===== config.mk =====
export PLATFORM = sky130hd
export DESIGN_NAME = multi_sensor_alarm_controller
export DESIGN_NICKNAME = d
export VERILOG_FILES = /design/src/hw/rtl/msac_pkg.sv /design/src/hw/rtl/multi_sensor_alarm_controller.sv /design/src/hw/rtl/msac_csr.sv /design/src/hw/rtl/msac_in_reg.sv /design/src/hw/rtl/msac_core.sv /design/src/hw/rtl/msac_out_reg.sv
export SDC_FILE = /design/constraint.sdc
export NUM_CORES = 1
export LEC_CHECK = 0
export ABC_AREA = 1
export BUFFER_PORTS_ARGS = -buffer_cell sky130_fd_sc_hd__buf_2
export CAP_MARGIN = 20
export CORE_MARGIN = 2
export CORE_UTILIZATION = 35
export DETAILED_ROUTE_END_ITERATION = 7
export PLACE_DENSITY = 0.71
export SYNTH_ARGS = -nofsm -noshare
export SYNTH_HDL_FRONTEND = slang
export SYNTH_HIERARCHICAL = 1
export SYNTH_SLANG_ARGS = --single-unit

===== constraint.sdc =====
create_clock -name clock -period 3.2 [get_ports clock]
set_clock_uncertainty 0.2 [all_clocks]
set_input_delay 0.32 -clock clock [delete_from_list [all_inputs] [get_ports clock]]
set_output_delay 0.32 -clock clock [all_outputs]
set_load 0.01 [all_outputs]

===== src/hw/rtl/msac_pkg.sv =====
// ----------------------------------------------------------------------------
// Multi-sensor alarm controller package
// Shared codes, field widths and structs used by the alarm controller modules.
// ----------------------------------------------------------------------------
package msac_pkg;

   // Fixed field widths of the request and response channels.
   localparam int OP_WIDTH           = 2;
   localparam int SENSOR_INDEX_WIDTH = 4;
   localparam int SHOWN_WIDTH        = 4;

   // Request operation codes; the fourth code is unused and changes nothing.
   typedef logic [OP_WIDTH-1:0] op_type;
   localparam op_type OP_FIELD  = 2'd0;
   localparam op_type OP_DISARM = 2'd1;
   localparam op_type OP_EMPTY  = 2'd2;

   // Alarm mode of the controller.
   typedef enum logic [1:0] {
      MODE_DISENGAGED = 2'd0,
      MODE_ENGAGED    = 2'd1,
      MODE_DISARMED   = 2'd2
   } mode_type;

   // Control fields of one request transaction.
   typedef struct packed {
      op_type                        op;
      logic [SENSOR_INDEX_WIDTH-1:0] sensor_index;
      logic                          sensor_error;
      logic                          last_field;
   } ctrl_type;

   // One response transaction.
   typedef struct packed {
      mode_type               alarm_mode;
      logic                   alarm_pin;
      logic [SHOWN_WIDTH-1:0] shown_sensor;
      logic                   shown_changed;
   } result_type;

   // Configuration register indexes.
   localparam logic REG_ACTIVE_LEVEL = 1'b0;

endpackage


===== src/hw/rtl/multi_sensor_alarm_controller.sv =====
// ----------------------------------------------------------------------------
// Multi-sensor alarm controller
// Tracks an alarmed flag per remote sensor from ranged field readings and runs
// the disengaged / engaged / disarmed alarm mode with a configurable pin level.
// ----------------------------------------------------------------------------
//
//   Channel  Direction  Contents
//   req_*    in         one field reading, disarm request or fieldless update
//   rsp_*    out        mode, pin level, shown sensor, changed flag per request
//   csr_*    in/out     APB register port, register 0 = active_level
//
// Each request yields one response: it is held in the input register, then
// the core result lands in the output register. A new request is accepted
// every cycle; the input register and the output register decouple the sides,
// so a stalled response blocks intake only once both are full. Reset is
// synchronous: mode disengaged, all sensor flags clear, active_level 1.
// ----------------------------------------------------------------------------
module multi_sensor_alarm_controller import msac_pkg::*; #(
   parameter int MAX_SENSORS   = 16,
   parameter int READING_WIDTH = 32,
   localparam int REQ_TDATA_WIDTH =
      ((SENSOR_INDEX_WIDTH + 3 * READING_WIDTH + 7) / 8) * 8
) (
   input  logic                       clock,
   input  logic                       reset,

   // Request stream.
   input  logic                       req_tvalid,
   output logic                       req_tready,
   // sensor_index, reading, lower_limit, upper_limit, zero padding
   input  logic [REQ_TDATA_WIDTH-1:0] req_tdata,
   // op, sensor_error
   input  logic [2:0]                 req_tuser,
   input  logic                       req_tlast,

   // Response stream.
   output logic                       rsp_tvalid,
   input  logic                       rsp_tready,
   // alarm_mode, alarm_pin, shown_sensor, zero padding
   output logic [7:0]                 rsp_tdata,
   // shown_changed
   output logic                       rsp_tuser,

   // Configuration port.
   input  logic                       csr_psel,
   input  logic                       csr_penable,
   input  logic                       csr_pwrite,
   input  logic [2:0]                 csr_paddr,
   input  logic [31:0]                csr_pwdata,
   output logic [31:0]                csr_prdata,
   output logic                       csr_pready
);

   localparam int READING_LSB = SENSOR_INDEX_WIDTH;
   localparam int LOWER_LSB   = READING_LSB + READING_WIDTH;
   localparam int UPPER_LSB   = LOWER_LSB + READING_WIDTH;

   ctrl_type                        req_ctrl;
   ctrl_type                        ctrl_q;
   logic signed [READING_WIDTH-1:0] reading_q;
   logic signed [READING_WIDTH-1:0] lower_q;
   logic signed [READING_WIDTH-1:0] upper_q;
   logic                            in_valid;
   logic                            out_valid;
   logic                            advance;
   logic                            req_load;
   logic                            active_level;
   result_type                      core_result;
   result_type                      rsp_result;

   // Unpack the request fields.
   assign req_ctrl.op           = req_tuser[1:0];
   assign req_ctrl.sensor_error = req_tuser[2];
   assign req_ctrl.sensor_index = req_tdata[SENSOR_INDEX_WIDTH-1:0];
   assign req_ctrl.last_field   = req_tlast;

   // Core advances when it holds an item and the output register has room for its result.
   assign advance    = in_valid & (~out_valid | rsp_tready);
   assign req_tready = ~in_valid | advance;
   assign req_load   = req_tvalid & req_tready;

   msac_csr u_csr (
      .clock        (clock),
      .reset        (reset),
      .csr_psel     (csr_psel),
      .csr_penable  (csr_penable),
      .csr_pwrite   (csr_pwrite),
      .csr_paddr    (csr_paddr),
      .csr_pwdata   (csr_pwdata),
      .csr_prdata   (csr_prdata),
      .csr_pready   (csr_pready),
      .active_level (active_level)
   );

   msac_in_reg #(
      .READING_WIDTH (READING_WIDTH)
   ) u_in_reg (
      .clock         (clock),
      .reset         (reset),
      .load          (req_load),
      .advance       (advance),
      .ctrl          (req_ctrl),
      .reading       (req_tdata[READING_LSB +: READING_WIDTH]),
      .lower_limit   (req_tdata[LOWER_LSB +: READING_WIDTH]),
      .upper_limit   (req_tdata[UPPER_LSB +: READING_WIDTH]),
      .valid         (in_valid),
      .ctrl_q        (ctrl_q),
      .reading_q     (reading_q),
      .lower_limit_q (lower_q),
      .upper_limit_q (upper_q)
   );

   msac_core #(
      .MAX_SENSORS   (MAX_SENSORS),
      .READING_WIDTH (READING_WIDTH)
   ) u_core (
      .clock        (clock),
      .reset        (reset),
      .advance      (advance),
      .ctrl         (ctrl_q),
      .reading      (reading_q),
      .lower_limit  (lower_q),
      .upper_limit  (upper_q),
      .active_level (active_level),
      .result       (core_result)
   );

   msac_out_reg u_out_reg (
      .clock    (clock),
      .reset    (reset),
      .load     (advance),
      .result_d (core_result),
      .ready    (rsp_tready),
      .valid    (out_valid),
      .result_q (rsp_result)
   );

   // Pack the response fields.
   assign rsp_tvalid = out_valid;
   assign rsp_tdata  = {1'b0, rsp_result.shown_sensor, rsp_result.alarm_pin,
                        rsp_result.alarm_mode};
   assign rsp_tuser  = rsp_result.shown_changed;

   // A switch into engaged is only ever reported with engaged mode.
   a_changed_engaged: assert property (@(posedge clock) disable iff (reset)
      (rsp_tvalid && rsp_result.shown_changed) |-> (rsp_result.alarm_mode == MODE_ENGAGED))
      else $error("shown_changed reported outside engaged mode");

   // The pin sounds exactly when the reported mode is engaged.
   a_pin_level: assert property (@(posedge clock) disable iff (reset)
      rsp_tvalid |-> (rsp_result.alarm_pin ==
                      ((rsp_result.alarm_mode == MODE_ENGAGED) ? active_level
                                                               : ~active_level)))
      else $error("alarm_pin does not match mode and active level");

   // A held request that the core did not take is not dropped.
   a_in_held: assert property (@(posedge clock) disable iff (reset)
      (in_valid && !advance) |=> in_valid)
      else $error("pending request lost from the input register");

   // A result the core produced while output was stalled would overwrite it.
   a_no_overwrite: assert property (@(posedge clock) disable iff (reset)
      (out_valid && !rsp_tready) |-> !advance)
      else $error("core advanced into a stalled output register");

endmodule


===== src/hw/rtl/msac_csr.sv =====
// ----------------------------------------------------------------------------
// Alarm controller configuration registers
// APB-style register port holding the active level of the alarm pin.
// ----------------------------------------------------------------------------
module msac_csr import msac_pkg::*; (
   input  logic        clock,
   input  logic        reset,
   input  logic        csr_psel,
   input  logic        csr_penable,
   input  logic        csr_pwrite,
   input  logic [2:0]  csr_paddr,
   input  logic [31:0] csr_pwdata,
   output logic [31:0] csr_prdata,
   output logic        csr_pready,
   output logic        active_level
);

   logic active_level_ff;
   logic active_level_in;
   logic wr_en;

   // The port never inserts wait states.
   assign csr_pready = 1'b1;

   // A write completes in the access phase.
   assign wr_en = csr_psel & csr_penable & csr_pwrite & csr_pready;

   always_comb begin
      active_level_in = active_level_ff;
      if (wr_en && (csr_paddr[2] == REG_ACTIVE_LEVEL)) begin
         active_level_in = csr_pwdata[0];
      end
   end

   always_ff @(posedge clock) begin
      if (reset) begin
         active_level_ff <= 1'b1;
      end else begin
         active_level_ff <= active_level_in;
      end
   end

   // Read data; only address bit 2 is decoded, so addresses 4 to 7 read as zero.
   always_comb begin
      csr_prdata = 32'd0;
      if (csr_paddr[2] == REG_ACTIVE_LEVEL) begin
         csr_prdata = {31'd0, active_level_ff};
      end
   end

   assign active_level = active_level_ff;

endmodule


===== src/hw/rtl/msac_in_reg.sv =====
// ----------------------------------------------------------------------------
// Alarm controller input register
// Captures one request transaction and holds it until the core takes it.
// ----------------------------------------------------------------------------
module msac_in_reg import msac_pkg::*; #(
   parameter int READING_WIDTH = 32
) (
   input  logic                            clock,
   input  logic                            reset,
   input  logic                            load,
   input  logic                            advance,
   input  ctrl_type                        ctrl,
   input  logic signed [READING_WIDTH-1:0] reading,
   input  logic signed [READING_WIDTH-1:0] lower_limit,
   input  logic signed [READING_WIDTH-1:0] upper_limit,
   output logic                            valid,
   output ctrl_type                        ctrl_q,
   output logic signed [READING_WIDTH-1:0] reading_q,
   output logic signed [READING_WIDTH-1:0] lower_limit_q,
   output logic signed [READING_WIDTH-1:0] upper_limit_q
);

   logic                            valid_ff;
   logic                            valid_in;
   ctrl_type                        ctrl_ff;
   logic signed [READING_WIDTH-1:0] reading_ff;
   logic signed [READING_WIDTH-1:0] lower_ff;
   logic signed [READING_WIDTH-1:0] upper_ff;

   // The slot empties when the core takes the item and refills on a load.
   assign valid_in = load | (valid_ff & ~advance);

   always_ff @(posedge clock) begin
      if (reset) begin
         valid_ff <= 1'b0;
      end else begin
         valid_ff <= valid_in;
      end
   end

   // Payload needs no reset.
   always_ff @(posedge clock) begin
      if (load) begin
         ctrl_ff    <= ctrl;
         reading_ff <= reading;
         lower_ff   <= lower_limit;
         upper_ff   <= upper_limit;
      end
   end

   assign valid         = valid_ff;
   assign ctrl_q        = ctrl_ff;
   assign reading_q     = reading_ff;
   assign lower_limit_q = lower_ff;
   assign upper_limit_q = upper_ff;

endmodule


===== src/hw/rtl/msac_core.sv =====
// ----------------------------------------------------------------------------
// Alarm controller core
// Range check, per-sensor alarmed flags, mode state machine and sensor
// selection, all evaluated in one pass for the item in the input register.
// ----------------------------------------------------------------------------
module msac_core import msac_pkg::*; #(
   parameter int MAX_SENSORS   = 16,
   parameter int READING_WIDTH = 32
) (
   input  logic                            clock,
   input  logic                            reset,
   input  logic                            advance,
   input  ctrl_type                        ctrl,
   input  logic signed [READING_WIDTH-1:0] reading,
   input  logic signed [READING_WIDTH-1:0] lower_limit,
   input  logic signed [READING_WIDTH-1:0] upper_limit,
   input  logic                            active_level,
   output result_type                      result
);

   mode_type               mode_ff;
   mode_type               mode_in;
   logic [MAX_SENSORS-1:0] flags_ff;
   logic [MAX_SENSORS-1:0] flags_in;
   logic                   update_hit_ff;
   logic                   update_hit_in;
   logic [SHOWN_WIDTH-1:0] selected_ff;
   logic [SHOWN_WIDTH-1:0] selected_in;

   logic                   field_hit;
   logic                   hit_acc;
   logic                   closing;
   logic                   close_hit;
   logic                   valid_close;
   logic                   any_alarmed;
   logic [SHOWN_WIDTH-1:0] first_alarmed;
   logic                   changed;

   // Strict out-of-range check of one field reading.
   assign field_hit = (reading < lower_limit) | (reading > upper_limit);
   assign hit_acc   = update_hit_ff | field_hit;

   // Decode how this item closes an update, if it does.
   always_comb begin
      closing       = 1'b0;
      close_hit     = 1'b0;
      update_hit_in = update_hit_ff;
      case (ctrl.op)
         OP_FIELD: begin
            closing       = ctrl.last_field;
            close_hit     = hit_acc;
            update_hit_in = ctrl.last_field ? 1'b0 : hit_acc;
         end
         OP_EMPTY: begin
            closing       = 1'b1;
            update_hit_in = 1'b0;
         end
         default: begin
            closing = 1'b0;
         end
      endcase
   end

   // Errored updates and unknown sensors leave the flags and mode alone.
   assign valid_close = closing & ~ctrl.sensor_error
                        & (32'(ctrl.sensor_index) < MAX_SENSORS);

   // New flag vector with the closed sensor's flag replaced.
   always_comb begin
      flags_in = flags_ff;
      for (int i = 0; i < MAX_SENSORS; i++) begin
         if (valid_close && (32'(ctrl.sensor_index) == i)) begin
            flags_in[i] = close_hit;
         end
      end
   end

   // Lowest-indexed alarmed sensor after the update, sensor 0 if none.
   assign any_alarmed = |flags_in;
   always_comb begin
      first_alarmed = '0;
      for (int i = MAX_SENSORS - 1; i >= 0; i--) begin
         if (flags_in[i]) begin
            first_alarmed = SHOWN_WIDTH'(i);
         end
      end
   end

   // Mode state machine: next state.
   always_comb begin
      mode_in = mode_ff;
      if (valid_close) begin
         case (mode_ff)
            MODE_DISARMED: begin
               if (close_hit) begin
                  mode_in = MODE_ENGAGED;
               end else if (!any_alarmed) begin
                  mode_in = MODE_DISENGAGED;
               end
            end
            default: begin
               mode_in = any_alarmed ? MODE_ENGAGED : MODE_DISENGAGED;
            end
         endcase
      end else if ((ctrl.op == OP_DISARM) && (mode_ff == MODE_ENGAGED)) begin
         mode_in = MODE_DISARMED;
      end
   end

   // Selection latches only on the transition into engaged.
   assign changed     = (mode_in == MODE_ENGAGED) & (mode_ff != MODE_ENGAGED);
   assign selected_in = !changed ? selected_ff
                        : (close_hit ? ctrl.sensor_index : first_alarmed);

   // Mode state machine: outputs for this transaction.
   always_comb begin
      result.alarm_mode    = mode_in;
      result.alarm_pin     = (mode_in == MODE_ENGAGED) ? active_level : ~active_level;
      result.shown_sensor  = selected_in;
      result.shown_changed = changed;
   end

   // State advances once per item taken from the input register.
   always_ff @(posedge clock) begin
      if (reset) begin
         mode_ff       <= MODE_DISENGAGED;
         flags_ff      <= '0;
         update_hit_ff <= 1'b0;
         selected_ff   <= '0;
      end else if (advance) begin
         mode_ff       <= mode_in;
         flags_ff      <= flags_in;
         update_hit_ff <= update_hit_in;
         selected_ff   <= selected_in;
      end
   end

endmodule


===== src/hw/rtl/msac_out_reg.sv =====
// ----------------------------------------------------------------------------
// Alarm controller output register
// Holds one response transaction until the downstream side takes it.
// ----------------------------------------------------------------------------
module msac_out_reg import msac_pkg::*; (
   input  logic       clock,
   input  logic       reset,
   input  logic       load,
   input  result_type result_d,
   input  logic       ready,
   output logic       valid,
   output result_type result_q
);

   logic       valid_ff;
   logic       valid_in;
   result_type result_ff;

   // Full while a result waits; a load may replace one being taken.
   assign valid_in = load | (valid_ff & ~ready);

   always_ff @(posedge clock) begin
      if (reset) begin
         valid_ff <= 1'b0;
      end else begin
         valid_ff <= valid_in;
      end
   end

   always_ff @(posedge clock) begin
      if (load) begin
         result_ff <= result_d;
      end
   end

   assign valid    = valid_ff;
   assign result_q = result_ff;

endmodule


==> metrics.md, run 1 <==
| Metric | Value |
|---|---|
| Clk Latency, worst-skew pair | `0.42 ns` |
| Number of synthesized flops with an enable pin | `about 110` |
| Slew @ Worst Pin | `around 0.96 ns` |
| Fin nets | `between 1000 and 1500` |
| Largest net degree at the start of global routing | `42` |
| WL final | `~17000 um` |
| CP Launch Type | `flip-flop` |
| Area leader, netlist | `edfxtp_1` |
| Crit path time final | `~3.6 ns` |
| Vias post-DR | `5661` |
| Hold Fails Final Rpt | `0` |
| Arrival @ worst endpoint | `between 3 and 4 ns` |
| GPL Wtd Cong | `roughly 0.88` |
| ANT cells | `0` |
| Crit path kind | `flip-flop to flip-flop` |
| Worst setup margin | `-0.446 ns` |
| WP buf/inv | `2` |
| Initial antenna violation count | `0` |
| Number of fill cells | `roughly 1800` |
| Worst path slowest cell | `edfxtp_1` |
| Io pins | `slightly below 200` |
| Routed length per instance | `12.8 um` |
| Layout area overhead | `42.7%` |
| CTS tree | `built` |
| Async set-reset flop share out of synthesis | `0%` |
| Die height | `~150 um` |
| Status | `complete, but fails checks` |
| Starting density of the core | `approximately 36%` |
| Peak supply drop | `around 330 uV` |
| CTS H-tree lvls | `4` |
| Max Cap Viol | `0` |
| Buffers on Ports | `~120` |
| GRT Residual Overflow | `0` |
| Hold slack | `0.163 ns` |
| Slew headroom | `a little over a third` |
| Syn avg cell area | `9.76 um^2` |
| DIE WIDTH | `between 100 and 150 um` |
| Crit path max fanout | `13` |
| R2r setup slk | `-0.45 ns` |
| Failing checks | `negative setup slack` |
| RSZ-0062 raised after global routing | `true` |
| Crit-path most repeated cell | `nand2_2` |
| DRC errors left | `0` |
| GRT Overall Usage | `15.9%` |
| Min-Delay Path Class | `input port to flip-flop` |
| Row count | `52` |
| Max frequency | `0.274 GHz` |
| CTS buffer count | `17` |
| Cells after synthesis | `approximately 740` |
| Area of the mapped netlist | `about 7200 um^2` |
| Synth top area cells | `edfxtp_1 (47%), ha_1 (11%), inv_1 (8.0%)` |
| Number of clock sinks | `around 140` |
| Core Area | `a little over 20000 um^2` |
| Cell family with most CP delay | `simple AND/OR/NAND/NOR gates` |
| Setup crit end kind | `flip-flop` |
| DRT Pass-1 Iters | `7` |
| Tcrit/Tclk final | `114%` |
| Vias in the first global route | `roughly 5700` |
| Die footprint | `about 22000 um^2` |
| Slew Viols, Final | `0` |
| Root Driver | `clkbuf_16` |
| Pwr dens | `roughly 470 nW/um^2` |
| CP max stage delay | `roughly 0.40 ns` |
| Reg clk slew, reported paths | `approximately 0.06 ns` |
| FF/Latch Area | `about 3900 um^2` |
| Via/cell ratio | `about 4.3` |
| Clock Path Buffers | `2` |
| Layout cells sized above 1 | `about 27%` |
| Ys flop type | `edfxtp_1` |
| Leak Pwr | `0.00486 uW` |
| Yosys reg bits | `between 100 and 150` |
| Sequential-to-total area share from yosys stat | `a little over half` |
| Synth cell types | `40` |
| Post-DP HPWL | `10900 um` |
| Worst-path cell chain | `ha_1 > nand2_4 > nor2_4 > nand4_1 > nor4_2 > nand2_2 > nand2_2 > nand2_2 > nand2_2 > nand3_4 > nand2_8 > inv_8 > nand2_2 > o21ai_2 > nor2_2 > nand2_2 > nor2_4 > nand4_4 > a31oi_4 > nand3_4 > nor2_1 > nand2_1 > nand2_1 > inv_1` |
| Setup_tns | `-4.72 ns` |
| Setup violations, final | `14` |
| Area occupied by multi-input gates | `2780 um^2` |
| YS warnings | `6` |
| Top-area cell type share of the netlist area | `between 40% and 50%` |
| Global-route wire length before repair | `26900 um` |
| CP Data Required Time | `roughly 3.2 ns` |
| Number of DRC markers in iteration 0 | `314` |
| Post-route ant nets | `0` |
worst paths after layout:
kind              cells past startpoint                    end                   start
setup / recovery                     24  u_out_reg/result_q[1]  u_in_reg/reading_q[30]
hold / removal                        2         u_in_reg/valid                   reset
setup reg to reg                     24  u_out_reg/result_q[1]  u_in_reg/reading_q[30]
hold reg to reg                       2   u_core/update_hit_ff    u_core/update_hit_ff
power by group:
group | total (uW) | switching, uW | leakage [uW] | internal [uW]
sequential | 2130 | 50.3 | 0.00131 | 2070
combinational | 873 | 455 | 0.00329 | 418
clock | 1790 | 774 | 0.000260 | 1020
total | 4790 | 1280 | 0.00486 | 3510
logic make-up after synthesis:
kind of cell | after synthesis | synth area share, %
flops | 138 | 54.0
xor+xnor | 1 | 0.122
buf+inv | 197 | 12.2
fa+ha+maj | 63 | 11.0
compound gates | 99 | 7.86
other cells | 3 | 0.157
simple gates | 236 | 14.7
cell usage after synthesis (all sizes together) (3+ instances only):
cell type	count
nand4	6
nor2	65
ha	63
buf	35
conb	3
edfxtp	112
o211ai	5
nand2	137
dfxtp	26
o21ai	41
nor3	6
clkbuf	6
a21oi	44
inv	156
nand3	19
routing by layer:
| metal | up-vias | track usage (%) | routed length (um) |
|---|---|---|---|
| li1 | 2912 | - | - |
| met1 | 2577 | 18.4 | 7340 |
| met4 | 0 | 5.24 | 258 |
| met5 | - | 0 | 0 |
| met3 | 17 | 4.01 | 754 |
| met2 | 155 | 28.5 | 8430 |
stage by stage:
stage / setup WS (ns) / power (uW) / cells / instance area, um^2 / utilization [%]
floorplan: -0.112 / 2610 / 767 / 7310 / -
global placement: -0.431 / 2820 / 1157 / 8290 / 41.0
detailed placement: -0.526 / 2840 / 1157 / 8290 / 41.0
CTS: -0.420 / 4770 / 1305 / 10000 / 49.6
global route: -0.758 / 5040 / 1311 / 10300 / 50.7
finish: -0.446 / 4790 / 1311 / 10300 / 50.7
registers in the layout, indices dropped and copies added, names as in the netlist:
signal,count
u_in_reg/ctrl_q,8
u_core/mode_ff,2
u_out_reg/result_q,8
u_in_reg/valid,1
u_in_reg/lower_limit_q,32
u_core/selected_ff,4
u_core/flags_ff,16
u_in_reg/upper_limit_q,32
u_out_reg/valid,1
u_core/update_hit_ff,1
u_csr/active_level,1
u_in_reg/reading_q,32
placed cells by master (no fill, tap or decap), drive strengths merged, types with 4 or more instances in the layout:
cell         synthesis  routed
clkbuf               6      19
nand3               19      19
nand2              137     137
a21oi               44      44
o211ai               5       5
clkinvlp             0       4
nor2                65      65
o21ai               41      41
edfxtp             112     112
nor3                 6       6
dlygate4sd3          0     108
dfxtp               26      26
clkinv               0       8
ha                  63      63
conb                 3      33
nand4                6       6
inv                156     157
buf                 35     175
final cells by class:
| class | instances | area share [%] |
|---|---|---|
| multi-input combinational | 432 | 27.0 |
| clock inverter | 13 | 0.963 |
| timing repair buffer | 283 | 20.7 |
| clock buffer | 19 | 4.31 |
| sequential | 138 | 37.8 |
| inverter | 156 | 5.84 |
| tap | 270 | 3.29 |
what timing repair did:
item | 4_1_cts | 5_1_grt
gates resized for setup | 19 | 40
setup endpoints to repair | 14 | 14
pin swaps | 15 | 50
hold buffers | 108 | 0
hold endpoints to repair | 106 | 0
buffers inserted | 8 | 7
Note: power is estimated with default switching activity, not from simulation.
==> run 2: changes to the inputs <==
--- a/config.mk
+++ b/config.mk
@@ -11,4 +11,5 @@
 export CORE_MARGIN = 2
 export CORE_UTILIZATION = 35
+export CTS_BUF_LIST = sky130_fd_sc_hd__clkbuf_8 sky130_fd_sc_hd__clkbuf_16
 export DETAILED_ROUTE_END_ITERATION = 7
 export PLACE_DENSITY = 0.71
==> constraint.sdc (replaced) <==
create_clock -name clock -period 3.2 [get_ports clock]
set_clock_uncertainty 0.2 [all_clocks]
set_input_delay 0.8 -clock clock [delete_from_list [all_inputs] [get_ports clock]]
set_output_delay 0.8 -clock clock [all_outputs]
set_load 0.01 [all_outputs]
==> metrics.md, run 2 (synthesized netlist as in run 1, its figures left out) <==
| Metric | Value |
|---|---|
| Hold Fails Final Rpt | `0` |
| Initial antenna violation count | `2` |
| Pwr dens | `522 nW/um^2` |
| Setup_tns | `-5.83 ns` |
| Placed Instances | `~1200` |
| Status | `complete, but fails checks` |
| Slew headroom | `about two fifths` |
| Layout cells sized above 1 | `between 30% and 40%` |
| Peak supply drop | `between 400 and 500 uV` |
| Routed length per instance | `12.1 um` |
| Setup crit end kind | `flip-flop` |
| Reg clk slew, reported paths | `roughly 0.060 ns` |
| Worst setup margin | `-0.503 ns` |
| Fin util | `45.9%` |
| Min-Delay Endpoint | `u_core/update_hit_ff` |
| Clock Path Buffers | `2` |
| Vias in the first global route | `4985` |
| CP Data Required Time | `~3.3 ns` |
| Vias post-DR | `5216` |
| DRT Pass-1 Iters | `4` |
| Die footprint | `roughly 22000 um^2` |
| Via/cell ratio | `between 4 and 5` |
| R2r endpoint | `u_core/selected_ff[3]` |
| GRT Residual Overflow | `0` |
| Number of clock sinks | `around 140` |
| Crit path max fanout | `6` |
| Commonest non-fill, non-tap cell in the layout | `inv_1` |
| Hold slack | `between 0.2 and 0.3 ns` |
| RSZ-0062 raised after global routing | `true` |
| GRT Overall Usage | `14.0%` |
| Number of DRC markers in iteration 0 | `roughly 220` |
| DRC errors left | `0` |
| FF-to-FF Start | `u_in_reg/reading_q[31]` |
| Worst Hold Depth | `2` |
| Crit path time final | `3.70 ns` |
| Post-route ant nets | `0` |
| Fin nets | `approximately 1100` |
| R2r setup slk | `-0.50 ns` |
| Most frequent cells in the layout | `inv_1 (149), buf_2 (123), edfxtp_1 (112)` |
| Setup violations, final | `14` |
| Hold_sp | `u_core/update_hit_ff` |
| Post-DP HPWL | `between 10000 and 15000 um` |
| Core Area | `20200 um^2` |
| Layout area overhead | `29.1%` |
| Die height | `around 150 um` |
| Min-Delay Path Class | `flip-flop to flip-flop` |
| Tcrit/Tclk final | `116%` |
| Buffers on Ports | `roughly 120` |
| R2R depth | `27` |
| Pre-CTS setup slack | `-0.540 ns` |
| Starting density of the core | `a little over a third` |
| WL final | `between 10000 and 15000 um` |
| Failing checks | `negative setup slack` |
| Cell Count, Final, Fillers Out | `1209` |
| Io pins | `between 150 and 200` |
| Slew @ Worst Pin | `approximately 0.9 ns` |
| Largest net degree at the start of global routing | `approximately 110` |
| Row count | `52` |
| Arrival @ worst endpoint | `approximately 3.8 ns` |
| DIE WIDTH | `about 150 um` |
| CP Launch Type | `flip-flop` |
| Crit path kind | `flip-flop to flip-flop` |
| CTS tree | `built` |
| Clk Latency, worst-skew pair | `approximately 0.42 ns` |
| Slew Viols, Final | `0` |
| Global-route wire length before repair | `23900 um` |
| Leak Pwr | `between 0.004 and 0.005 uW` |
| Hold_buf cts | `0` |
| Max Cap Viol | `0` |
| Max frequency | `0.270 GHz` |
| Root Driver | `clkbuf_16` |
| CTS H-tree lvls | `4` |
| CTS buffer count | `17` |
| GPL Wtd Cong | `0.877` |
-- run 2: cell count changes in the layout (fill, tap and decap cells not counted), moves of 3 or more --
cell           before  now
inv_6               2    5
nand3_2             0    3
dlygate4sd3_1     108    0
nand3_1            16   13
buf_4              46   49
-- run 2: final cells by class --
| class | instances | area (um^2) |
|---|---|---|
| fillers | 1901 | 10900 |
| flip-flops and latches | 138 | 3880 |
| multi-input cells | 432 | 2800 |
| repair buffers | 178 | 1060 |
| inverters | 156 | 599 |
| clock buffers | 17 | 425 |
| well taps | 270 | 338 |
| clock inverters | 15 | 163 |
| repair inverters | 1 | 11.3 |
| diodes | 2 | 5.00 |
-- run 2: worst max path at each step --
stage / from / endpoint / cells after the start
floorplan: u_in_reg/reading_q[31] / u_out_reg/result_q[1] / 25
global placement: u_in_reg/reading_q[27] / u_out_reg/result_q[1] / 24
global route: u_in_reg/reading_q[29] / u_core/selected_ff[3] / 26
CTS: u_in_reg/reading_q[31] / u_out_reg/result_q[1] / 24
finish: u_in_reg/reading_q[31] / u_core/selected_ff[3] / 27
detailed placement: u_in_reg/reading_q[27] / u_out_reg/result_q[1] / 25
-- run 2: where the power goes --
| group | switching, uW | total (uW) | internal, uW |
|---|---|---|---|
| sequential | 46.8 | 2120 | 2070 |
| combinational | 437 | 775 | 339 |
| clock | 787 | 1950 | 1160 |
-- run 2: metrics by stage --
step	total power (uW)	area, um^2
finish	4840	9290
global route	5090	9290
CTS	4850	9090
detailed placement	2840	8340
global placement	2820	8340
floorplan	2610	7320
-- run 2: repair_timing --
action	CTS	global route
gates resized for setup	33	30
hold endpoints to repair	0	0
cloned	1	0
pin swaps	22	23
endpoints found under the setup margin	14	14
buffers inserted	3	6
-- run 2: per-layer routing --
metal	global-route usage, %	share of wire (%)	wire [um]
met3	3.54	5.0	732
met2	23.7	49	7180
met5	0	0	0
met4	5.48	2.2	315
met1	17.2	44	6380
-- run 2: worst max-delay path, stage by stage (launching register included) --
cell      delay, ns
edfxtp_1       0.45
buf_4          0.18
ha_4           0.26
nand2_2        0.06
nor2_4         0.11
nand2_2        0.08
nor3b_4        0.27
nand2_2        0.09
nand3_2        0.07
nand2_1        0.06
nand2_2        0.07
nand3_4        0.11
nand2_8        0.13
buf_6          0.12
inv_8          0.04
nand2_1        0.06
o21ai_2        0.07
nor2_2         0.12
nand2_2        0.08
inv_2          0.07
nand4_4        0.11
a31oi_4        0.20
nand3_4        0.13
buf_4          0.16
nand2_1        0.06
nand2_2        0.06
o21ai_2        0.11
inv_1          0.05
